### config.mk
export PLATFORM = sky130hd
export DESIGN_NAME = oeq_cell
export DESIGN_NICKNAME = d
export VERILOG_FILES = /design/src/rtl/core/ordered_event_queue_defines.svh /design/src/rtl/core/oeq_pkg.sv /design/src/rtl/core/oeq_cell.sv
export SDC_FILE = /design/constraint.sdc
export NUM_CORES = 1
export LEC_CHECK = 0
export ABC_AREA = 1
export ABC_CLOCK_PERIOD_IN_PS = 5150
export BUFFER_PORTS_ARGS = -buffer_cell sky130_fd_sc_hd__clkbuf_2
export CORE_AREA = 2 2 152 154
export CTS_CLUSTER_DIAMETER = 100
export DETAILED_ROUTE_END_ITERATION = 10
export DIE_AREA = 0 0 154 156
export GPL_TIMING_DRIVEN = 0
export SYNTH_ARGS = -nofsm -noshare
export SYNTH_HDL_FRONTEND = slang
export SYNTH_SLANG_ARGS = --single-unit
### constraint.sdc
create_clock -name clk -period 5.15 [get_ports clk]
set_clock_uncertainty 0.1 [all_clocks]
set_input_delay 1.03 -clock clk [delete_from_list [all_inputs] [get_ports clk]]
set_output_delay 1.03 -clock clk [all_outputs]
set_load 0.02 [all_outputs]
### src/rtl/core/ordered_event_queue_defines.svh
// Assertion macros for the ordered event queue.
`ifndef ORDERED_EVENT_QUEUE_DEFINES_SVH
`define ORDERED_EVENT_QUEUE_DEFINES_SVH
`ifndef SYNTHESIS
`define OEQ_ASSERT_NOW(label, clk, rst_n, ante, cons) \
    label: assert property (@(posedge clk) disable iff (!rst_n) (ante) |-> (cons)) \
        else $error("assertion failed");
`define OEQ_ASSERT_NEXT(label, clk, rst_n, ante, cons) \
    label: assert property (@(posedge clk) disable iff (!rst_n) (ante) |=> (cons)) \
        else $error("assertion failed");
`else
`define OEQ_ASSERT_NOW(label, clk, rst_n, ante, cons)
`define OEQ_ASSERT_NEXT(label, clk, rst_n, ante, cons)
`endif
`endif

### src/rtl/core/oeq_pkg.sv
package oeq_pkg;

    localparam int DATE_W = 48;
    localparam int ID_W   = 16;
    localparam int OCC_W  = 7;

    localparam logic [1:0] CMD_INSERT   = 2'd0;
    localparam logic [1:0] CMD_RELEASE  = 2'd1;
    localparam logic [1:0] CMD_POP      = 2'd2;
    localparam logic [1:0] CMD_RESERVED = 2'd3;

    localparam logic [1:0] KIND_INSERTED = 2'd0;
    localparam logic [1:0] KIND_RELEASED = 2'd1;
    localparam logic [1:0] KIND_NONE     = 2'd2;
    localparam logic [1:0] KIND_OVERFLOW = 2'd3;

    typedef enum logic [1:0] {
        OP_HOLD,
        OP_INSERT,
        OP_SHIFT
    } cell_op_t;

    typedef struct packed {
        logic [DATE_W-1:0] date;
        logic [ID_W-1:0]   rank;
        logic [ID_W-1:0]   block;
        logic [ID_W-1:0]   tag;
    } slot_t;

    typedef struct packed {
        cell_op_t op;
        logic     ordered;
    } cell_ctrl_t;

endpackage

### src/rtl/core/oeq_cell.sv
module oeq_cell (
    input  logic                clk,
    input  oeq_pkg::cell_ctrl_t ctrl,
    input  oeq_pkg::slot_t      key,
    input  logic                occupied,
    input  oeq_pkg::slot_t      left_data,
    input  oeq_pkg::slot_t      right_data,
    input  logic                place_in,
    input  logic                seen_in,
    output logic                place_out,
    output logic                seen_out,
    output oeq_pkg::slot_t      data
);

    oeq_pkg::slot_t slot_reg;
    logic           same_date;
    logic           later_date;
    logic           stop_here;
    logic           candidate;
    logic           place_here;

    // The tie scan starts at the first ranked same-date entry whose rank is not below the key.
    assign same_date  = occupied && (slot_reg.date == key.date);
    assign later_date = occupied && (slot_reg.date > key.date);
    assign stop_here  = same_date && (slot_reg.rank != '0) && (slot_reg.rank >= key.rank);
    assign seen_out   = seen_in || stop_here;
    assign candidate  = ctrl.ordered && same_date && seen_out
                        && ((slot_reg.rank != key.rank) || (slot_reg.block > key.block));
    assign place_here = !occupied || later_date || candidate;
    assign place_out  = place_in || place_here;
    assign data       = slot_reg;

    always_ff @(posedge clk)
    begin
        unique case (ctrl.op)
            oeq_pkg::OP_INSERT:
            begin
                if (place_in)
                begin
                    slot_reg <= left_data;
                end
                else if (place_here)
                begin
                    slot_reg <= key;
                end
            end
            oeq_pkg::OP_SHIFT:
            begin
                slot_reg <= right_data;
            end
            default:
            begin
                slot_reg <= slot_reg;
            end
        endcase
    end

endmodule

-- Yosys cells after proc, flatten, opt, wreduce, memory -nomap -nowiden
Index checks and enable logic that the tools add are counted.
W data, S select, Z words.
- register bits: 96
- output and inout port bits: 98
- input port bits: 295
- equal/unequal tests: 5
- magnitude comparators: 3
- reduce and logical (&&, ||, !) cells: 16
- multiplexer cells: 3
- operators with widths (kind ; number):
    $mux W96 ; 2
    $pmux W96 S2 ; 1
    $eq A48 B48 Y1 ; 1
    $gt A48 B48 Y1 ; 1
    $ge A16 B16 Y1 ; 1
    $gt A16 B16 Y1 ; 1
    $ne A16 B16 Y1 ; 1
    $reduce_bool A16 Y1 ; 1
    $logic_and A1 B1 Y1 ; 7
    $logic_or A1 B1 Y1 ; 5
    $ne A3 B3 Y1 const B ; 1
    $eq A2 B1 Y1 const B ; 1
    $eq A2 B2 Y1 const B ; 1
    $reduce_and A2 Y1 ; 1
    $reduce_bool A2 Y1 ; 1
    $logic_not A1 Y1 ; 1

-- Logic depth before layout (Yosys ltp)
Gate-level depths: netlist of run 1.
- word-level depth: 11
- mapped depth: 17
- gate-level depth less buffers: 17

-- Least setup slack after synthesis of run 1
No wires, ideal clock.
- path kind: input -> register
- start: in key[87] (netlist name)
- end: reg slot_reg (netlist bit data[0]), enable pin
- path slack: 0.155 ns
- stages: 14
- arrival time: 4.437 ns
- path buffers: 0
- cell sequence: inv_1 ha_1 nand2_1 nor2_1 nand2_1 nor2_4 nand3_2 nor2_2 nand3_1 nand2_2 nand2_2 nand3_2 nand2_1 nand2_1
- longest elaborated chain between the ends: 10
- elaborated cells on any way between the ends: 14
- ends and longest elaborated chain (what ; RTL line ; RTL):
    from (decl) ; oeq_cell.sv:4 ; input oeq_pkg::slot_t key,
    $eq A48 B48 Y1 ; oeq_cell.sv:23 ; assign same_date = occupied && (slot_reg.date == key.date);
    $logic_and A1 B1 Y1 ; oeq_cell.sv:23 ;
    $logic_and A1 B1 Y1 (2 in series) ; oeq_cell.sv:25 ; assign stop_here = same_date && (slot_reg.rank != '0) && (slot_reg.rank >= key.rank);
    $logic_or A1 B1 Y1 ; oeq_cell.sv:26 ; assign seen_out = seen_in || stop_here;
    named net seen_out ; oeq_cell.sv:11 ; output logic seen_out,
    $logic_and A1 B1 Y1 ; oeq_cell.sv:27 ; assign candidate = ctrl.ordered && same_date && seen_out
    $logic_and A1 B1 Y1 ; oeq_cell.sv:28 ; && ((slot_reg.rank != key.rank) || (slot_reg.block > key.block));
    $logic_or A1 B1 Y1 ; oeq_cell.sv:29 ; assign place_here = !occupied || later_date || candidate;
    $ne A3 B3 Y1 (no line) ; n/a ;
    $reduce_and A2 Y1 (no line) ; n/a ;
    to (signal assigned) ; oeq_cell.sv:40 ; slot_reg <= left_data;
    to (signal assigned) ; oeq_cell.sv:44 ; slot_reg <= key;
    to (signal assigned) ; oeq_cell.sv:49 ; slot_reg <= right_data;
    to (decl) ; oeq_cell.sv:15 ; oeq_pkg::slot_t slot_reg;
The timed path passes the listed nets, and every way through them passes these cells.
A chain may end at the register's enable or synchronous reset.

-- Worst setup path after layout of run 1
- start: in key[63] (netlist name)
- end: out place_out
- longest elaborated chain between the ends: 9
- elaborated cells on any way between the ends: 13
- ends and longest elaborated chain (what ; RTL line ; RTL):
    parallel branches: the longest is 7 deep, another holds $gt A48 B48 Y1 ; n/a ;
    $logic_or A1 B1 Y1 * ; oeq_cell.sv:29 ;
    $logic_or A1 B1 Y1 * ; oeq_cell.sv:30 ; assign place_out = place_in || place_here;
    to (decl) ; oeq_cell.sv:10 ; output logic place_out,
Every way passes the cells marked *.

==> results.md, run 1 <==
- Status: finished, final reports clean
- Comb pwr share: between 20 and 30%
- Diode count: 0
- Worst Setup Start Kind: input port
- Mapped cell area: 7093 um^2
- Die area: 24020 um^2
- Max reg flops: 96
- GRT Residual Overflow: 0
- Commonest non-fill, non-tap cell in the layout: clkbuf_2
- MaxCap Viol Count: 0
- Leak: 4.985 nW
- Initial antenna violation count: 0
- Worst Setup Slack post-DPL: 0.9459 ns
- Setup Viol. Count Final: 0
- Crit. End Element: output pin
- Fillers: 2328
- Hold WC Path Type: input port to register
- Most frequent cells in the layout: clkbuf_2, nand2_1, inv_1
- Row count: 55
- P_sw: 0.7632 mW
- DIE WIDTH: 154 um
- Synth Area per Inst: approximately 8.3 um^2
- Internal power: 1.655 mW
- RSZ-0062 raised after global routing: false
- Post-DRT Antenna Nets: 0
- YS warnings: 0
- Core area: 22370 um^2
- Worst skew pair latency: roughly 0.35 ns
- Root buffer cell: clkbuf_16
- Max Clock Freq: 252.7 MHz
- Tmin final: about 4.0 ns
- Worst slew margin: 35.63%
- # hold bufs at CTS: 0
- Area of the multi-input gates: 3655 um^2
- Crit path DAT: 2.83 ns
- Syn_nets: ~1200
- H-tree depth: 3
- Critical Path RT: about 4.0 ns
- Seq. cell area: just under 3000 um^2
- Slew Viols, Final: 0
- Clock slew at reported path FFs: approximately 0.07 ns
- WS Path Type: input port to output pin
- Die Ht: 156 um
- Share of layout cells above drive strength 1: 33.86%
- Initial Util: around a third
- WL/cell: roughly 17 um
- Period Utilization, post-route: 76.83%
- NumNets Final: around 1600
- Iteration-0 DRC Markers: between 400 and 500
- Setup_tns: 0 ns
- Fin Hold WS: 0.8628 ns
- CTS tree: done
- HPWL Detailed: 21900 um
- Setup ws final: 1.193 ns
- Netlist cell types: 27
- Sw frac: 31.56%
- First-pass GRT wire length: 39800 um
- Sequential share of the synthesized area: 40.64%
- Post-CTS Setup Bufs: 0
- Cell count after synthesis: between 800 and 900
- IO Port Bufs: about 390
- Post-DP Area: between 9000 and 10000 um^2
- Clock power frac: 30.1%
- Ports: 393
- CP max FO: 2
- Vias post-DR: 7431
- CTS buffer count: 9
- Area Growth Syn to Fin: 37.38%
- Slew @ Worst Pin: just under 1 ns
- Via density: approximately 4.8
- Deepest clock path buffer count: 2
- Power per cell area: about 250 nW/um^2
- Final hold violation count: 0
- Seq pwr share: between 40% and 50%
- Overall Global Routing Usage: 21.63%
- Drt first pass iters: 5
- Sink Count: 96
- Core Util, Final: 43.57%
- Post-CTS sizing: 0
- Gpl congestion: 0.8764
- Vias in the first global route: between 7000 and 8000
- #FFs+latches synth: 96
- VDD IR max: around 0.00016 V
- Finished Cell Area: 9744 um^2
- Total wire length: roughly 27000 um
- Final routed DRC violation total: 0
- Largest net degree at the start of global routing: 60
==> path summary, 6_finish.rpt <==
| kind | endpoint | depth (start not counted) | start | slack, ns |
|---|---|---|---|---|
| worst max-delay path | place_out | 14 | key[63] | 1.19 |
| worst min-delay path | data[69]$_DFFE_PP_ | 2 | right_data[69] | 0.86 |
| worst max register to register | data[56]$_DFFE_PP_ | 14 | data[61]$_DFFE_PP_ | 1.74 |
| worst min register to register | data[89]$_DFFE_PP_ | 8 | data[39]$_DFFE_PP_ | 1.74 |
==> critical path, cell delays in order <==
cell and delay (ns):
clkbuf_2 0.08, inv_1 0.05, ha_1 0.29, nand2_1 0.06, nor2_1 0.14, nand2_1 0.16, nor2_1 0.19, nand3_2 0.14
nor2_2 0.14, nand3_1 0.10, nand2_2 0.10, nand2_2 0.07, nand3_2 0.08, clkbuf_2 0.17
==> power by group through the flow <==
stage | clock network [mW] | registers [mW] | logic (mW)
detailed placement | 0 | 1.01 | 0.698
finish | 0.729 | 0.997 | 0.693
global placement | 0 | 1.02 | 0.685
CTS | 0.752 | 0.998 | 0.700
floorplan | 0 | 1.09 | 0.315
global route | 0.780 | 1.01 | 0.776
==> cell families (layout without fill, tap and decap cells) <==
kind of cell | Yosys count | after routing | synth area share (%)
AND/OR/NAND/NOR | 342 | 342 | 19.16
buffers and inverters | 146 | 553 | 7.938
AO/OA/AOI/OAI | 193 | 193 | 18.15
flip-flops | 96 | 96 | 40.64
adder cells (fa/ha/maj) | 80 | 80 | 14.11
==> through the flow <==
step           std cells  total power [mW]
2_1_floorplan        857             1.409
3_3_place_gp        1533             1.707
3_5_place_dp        1534             1.712
4_1_cts             1549             2.450
5_1_grt             1549             2.560
6_report            1549             2.419
==> Yosys cell counts, drive strengths merged <==
master	n	area, um^2
nand4	2	12.51
edfxtp	96	2883
nor4	5	31.28
o211ai	46	345.3
a21oi	34	173.9
o21bai	3	22.52
inv	104	390.4
clkbuf	28	105.1
nor2	81	324.1
buf	14	67.57
o21a	51	382.9
nand3	10	60.06
ha	80	1001
and2	1	7.510
nor3	1	5.000
a21o	2	15.01
o21ai	7	35.03
nand2	242	918.4
a31oi	50	312.8
==> area by class of cell <==
type / count / share of cell area (%)
buffer: 42 / 1.772
clock buffer: 9 / 2.311
clock inverter: 6 / 0.8731
inverter: 104 / 4.006
multi-input combinational: 615 / 37.51
sequential: 96 / 29.58
tap: 285 / 3.659
timing repair buffer: 392 / 20.29
==> routing by layer <==
layer	vias up	wire [um]	GRT usage, %
met1	3370	11640	26.87
met5	-	0	0
met4	0	678	7.076
met2	277	12990	38.07
li1	3746	-	-
met3	38	1423	3.833
Power figures use the tool's default switching activity.
==> inputs of run 2 (changes only) <==
ABC_CLOCK_PERIOD_IN_PS = 4000   (was 5150)
clock period = 4 ns   (was 5.15 ns; I/O delays follow)
==> run 2 against run 1 <==
Effect of this change: via count grew 0.62%; highest routed layer unchanged; sequential power up 29%; setup slack got worse by 0.68 ns; critical path type unchanged; clock power rose by 16%; global-route usage grew 0.21 points; critical path depth unchanged; die area stayed put.
==> results.md, run 2 (synthesis results as in run 1) <==
- # hold bufs at CTS: 0
- Final routed DRC violation total: 0
- MaxCap Viol Count: 0
- Worst Setup Slack post-DPL: approximately 0.19 ns
- Clock slew at reported path FFs: 0.08 ns
- IO Port Bufs: 391
- Largest net degree at the start of global routing: slightly below 60
- Sink Count: between 90 and 100
- Setup ws final: 0.5097 ns
- Core Util, Final: 43.44%
- Initial antenna violation count: 0
- GRT Residual Overflow: 0
- Total wire length: 26800 um
- WL/cell: 17.29 um
- Slew @ Worst Pin: 0.8412 ns
- Clock power frac: 28.0%
- Post-DRT Antenna Nets: 0
- Area of the multi-input gates: 3655 um^2
- RSZ-0062 raised after global routing: false
- Final hold violation count: 0
- Critical Path RT: between 3 and 4 ns
- P_sw: 1.006 mW
- Iteration-0 DRC Markers: 471
- Ports: 393
- CP cell instances: clkbuf_2, inv_1, ha_1, nand2_1, nor2_1, nand2_1, nor2_1, nand3_2, nor2_2, nand3_1, nand2_2, nand2_2, nand3_2, clkbuf_2
- Gpl congestion: around 0.91
- Post-DP Area: 9442 um^2
- Post-Place Cells: 1534
- CTS tree: done
- Post-CTS sizing: 0
- Commonest non-fill, non-tap cell in the layout: clkbuf_2
- H-tree depth: 3
- Row count: between 50 and 60
- Internal power: around 2 mW
- Hold WC Path Type: input port to register
- CP max FO: 2
- Overall Global Routing Usage: 21.84%
- Initial Util: 31.71%
- Share of layout cells above drive strength 1: 33.83%
- Root buffer cell: clkbuf_16
- Die Ht: 156 um
- Crit path DAT: 2.59 ns
- Drt first pass iters: 5
- Die area: 24020 um^2
- Worst slew margin: 43.92%
- Setup Viol. Count Final: 0
- Max Clock Freq: 286.5 MHz
- Worst skew pair latency: about 0.35 ns
- Post-CTS Setup Bufs: 0
- Seq pwr share: 42.6%
- Crit. End Element: output pin
- Comb pwr share: 29.4%
- Fillers: roughly 2300
- Max reg flops: 96
- Worst path slowest cell: ha_1
- First-pass GRT wire length: 40460 um
- Slew Viols, Final: 0
- Status: finished, final reports clean
- Worst Setup Start Kind: input port
- Core area: 22370 um^2
- Deepest clock path buffer count: 2
- Area Growth Syn to Fin: 36.96%
- WS Path Type: input port to output pin
- Via density: roughly 4.8
- NumNets Final: 1635
- Most frequent cells in the layout: clkbuf_2, nand2_1, inv_1
- Sw frac: 33.27%
- Finished Cell Area: 9714 um^2
- Period Utilization, post-route: 87.26%
- Tmin final: between 3 and 4 ns
- Vias in the first global route: 7444
- Leak: 4.973 nW
- Power per cell area: about 310 nW/um^2
- CTS buffer count: 9
- VDD IR max: 0.0002034 V
- Seq. cell area: 2883 um^2
- Diode count: 0
- HPWL Detailed: between 20000 and 25000 um
- Vias post-DR: around 7500
- CP peak stage delay: 0.29 ns
- DIE WIDTH: 154 um
- Post-Layout Cell Count: 1550
[run 2: path summary, 6_finish.rpt]
| kind | from | endpoint | slack (ns) | cells after the start |
|---|---|---|---|---|
| setup / recovery | key[63] | place_out | 0.51 | 14 |
| hold / removal | right_data[80] | data[80]$_DFFE_PP_ | 0.63 | 2 |
| setup reg to reg | data[61]$_DFFE_PP_ | data[57]$_DFFE_PP_ | 0.71 | 14 |
| hold reg to reg | data[36]$_DFFE_PP_ | data[89]$_DFFE_PP_ | 1.53 | 8 |
[run 2: area by class of cell]
cell class / count / share of cell area (%)
Multi-Input combinational cell: 615 / 37.62
Sequential cell: 96 / 29.68
Timing Repair Buffer: 392 / 20.43
Inverter: 104 / 4.019
Tap cell: 285 / 3.671
Clock buffer: 11 / 2.396
Buffer: 42 / 1.777
Clock inverter: 5 / 0.4122
[run 2: power by group through the flow]
stage	sequential [mW]	clock, mW	combinational [mW]
floorplan	1.40	0	0.406
global placement	1.31	0	0.881
detailed placement	1.31	0	0.896
CTS	1.29	0.861	0.901
global route	1.30	0.897	1.00
finish	1.29	0.846	0.890
[run 2: stage by stage]
stage | setup TNS (ns) | power (mW) | hold slack, ns
2_1_floorplan | 0 | 1.810 | 0.9001
3_3_place_gp | -79.08 | 2.193 | 0.9869
3_5_place_dp | 0 | 2.205 | 0.9907
4_1_cts | 0 | 3.049 | 0.6185
5_1_grt | 0 | 3.196 | 0.6153
6_report | 0 | 3.024 | 0.6305
[run 2: layer usage]
layer	vias to the layer above	GRT usage, %	routed length, um
met4	0	4.361	347
met5	-	0	0
met3	21	4.250	1730
met1	3415	28.50	11770
li1	3746	-	-
met2	295	37.82	12960
[run 2: worst max-delay path, delay by kind of cell]
| family | cells | cell delay, ns |
|---|---|---|
| buf+inv | 3 | 0.30 |
| simple gates | 10 | 1.18 |
| fa+ha+maj | 1 | 0.29 |
==> inputs of run 3 (changes only) <==
CORE_AREA = not set   (was 2 2 152 154)
CORE_UTILIZATION = 30   (was not set)
DIE_AREA = not set   (was 0 0 154 156)
SLEW_MARGIN = 15   (was not set)
==> run 3 against run 2 <==
Effect of this change: combinational power about the same; hold slack better by 0.0053 ns; cell area up 0.43%; via count down 1.4%; final cell count up 1.9%; utilization down 0.86 points; power down 0.32%; critical endpoint unchanged; largest cell class unchanged; highest routed layer unchanged.
==> results.md, run 3 (synthesis results as in run 1) <==
- Status: finished, final reports clean
- Hold-critical path depth: 2
- Die area: ~24000 um^2
- Initial Util: 30.95%
- RSZ-0062 raised after global routing: false
- Period Utilization, post-route: 86.71%
- CTS tree: done
- CTS buffer count: 9
- Critical Path RT: about 3.1 ns
- Final hold violation count: 0
- Ports: 393
- Stages on worst setup path: 14
- GRT Residual Overflow: 0
- Met1 Resource Use GR: 28.54%
- Tmin final: 3.468 ns
- Worst path slowest cell: ha_1
- Post-CTS sizing: 0
- Gpl congestion: 0.8570
- Clock slew at reported path FFs: 0.07 ns
- R2R Path Start: data[61]$_DFFE_PP_
- Worst Setup Start Kind: input port
- Commonest non-fill, non-tap cell in the layout: clkbuf_2
- Crit. End Element: output pin
- Power per cell area: around 310 nW/um^2
- # hold bufs at CTS: 0
- Post-CTS Setup Bufs: 0
- M3 GR Usage: approximately 3.6%
- Area Growth Syn to Fin: 37.54%
- NumNets Final: 1635
- Worst skew pair latency: 0.35 ns
- WS Path Type: input port to output pin
- Share of layout cells above drive strength 1: 33.75%
- Max reg flops: 96
- Most frequent cells in the layout: clkbuf_2, nand2_1, inv_1
- H-tree depth: 3
- Total wire length: between 20000 and 30000 um
- Slew @ Worst Pin: 0.8827 ns
- Post-DRT Antenna Nets: 0
- CP max FO: 2
- Crit path DAT: 2.57 ns
- Finished Cell Area: 9756 um^2
- Slew Viols, Final: 0
- Fillers: 2410
- Max Clock Freq: 288.3 MHz
- Reg2Reg Depth: 14
- MaxCap Viol Count: 0
- Fin Hold WS: around 0.64 ns
- Hold-critical path endpoint: data[73]$_DFFE_PP_
- Post-DP Area: approximately 9500 um^2
- Overall Global Routing Usage: between 20% and 30%
- Drt first pass iters: 5
- Hold WC Path Type: input port to register
- Via density: 4.668
- GRT Max-Usage Layer: met2
- Core area: ~23000 um^2
- Leak: 4.959 nW
- Vias in the first global route: between 7000 and 8000
- HPWL Detailed: 21890 um
- CP peak stage delay: 0.29 ns
- Die Ht: 155.8 um
- CP cell instances: clkbuf_2, inv_1, ha_1, nand2_1, nor2_1, nand2_1, nor2_1, nand3_2, nor2_2, nand3_1, nand2_2, nand2_2, nand3_2, clkbuf_2
- DIE WIDTH: about 160 um
- IO Port Bufs: 391
- Largest net degree at the start of global routing: 52
- Buffers & Inverters on Critical Path: 3
- Row count: 55
- First-pass GRT wire length: 39610 um
- WL/cell: between 15 and 20 um
- Setup Viol. Count Final: 0
- Worst Setup Slack post-DPL: between 0.2 and 0.3 ns
- Root buffer cell: clkbuf_16
- Iteration-0 DRC Markers: around 420
- Vias post-DR: 7371
- Setup ws final: 0.5316 ns
- Worst Hold Launch: right_data[73]
- Worst slew margin: 41.15%
- R2r setup slk: 0.85 ns
- Crit-path leading delay family: simple AND/OR/NAND/NOR gates
- Final routed DRC violation total: 0
- Worst R2R End: data[54]$_DFFE_PP_
- Deepest clock path buffer count: 2
- Sink Count: 96
- Initial antenna violation count: 1
- Grt met2 use: 37.18%
- VDD IR max: ~0.00019 V
## run 3: changes by cell type in the layout (fill, tap and decap cells not counted), sizes merged
cell,previous run,this run
clkinvlp,0,3
diode,0,1
clkinv,3,1
clkbuf,430,431
inv,106,104
## run 3: how the worst max path moves through the flow
| stage | start | endpoint | slack, ns |
|---|---|---|---|
| 2_1_floorplan | key[87] | data[0]$_DFFE_PP_ | 0.17 |
| 3_3_place_gp | key[61] | data[63]$_DFFE_PP_ | -0.86 |
| 3_5_place_dp | key[63] | data[63]$_DFFE_PP_ | 0.29 |
| 4_1_cts | key[63] | place_out | 0.49 |
| 5_1_grt | key[63] | place_out | 0.28 |
| 6_report | key[63] | place_out | 0.53 |
## run 3: final cells by class
class                      count  area, um^2  area share [%]
timing repair buffer         392        1984           20.34
tap                          313       391.6           4.014
multi-input combinational    615        3664           37.55
buffer                        42       172.7           1.770
inverter                     104       390.4           4.002
antenna                        1       2.502         0.02565
sequential                    96        2883           29.55
clock inverter                 4       31.28          0.3206
clock buffer                  12       236.5           2.424
## run 3: metal layers
layer	share of wire, %	wire (um)
met5	0	0
met4	1.2	316
met3	5.9	1581
met2	49	13030
met1	44	11870
## run 3: metrics by stage
stage	power [mW]	util, %	cells	TNS, ns
2_1_floorplan	1.810	-	857	0
3_3_place_gp	2.190	41.21	1561	-81.60
3_5_place_dp	2.202	41.39	1562	0
4_1_cts	3.043	42.56	1578	0
5_1_grt	3.179	42.56	1578	0
6_report	3.014	42.57	1579	0
## run 3: power breakdown
part,switching (mW),internal [mW]
registers,0.0556,1.23
clock network,0.414,0.426
logic,0.530,0.359
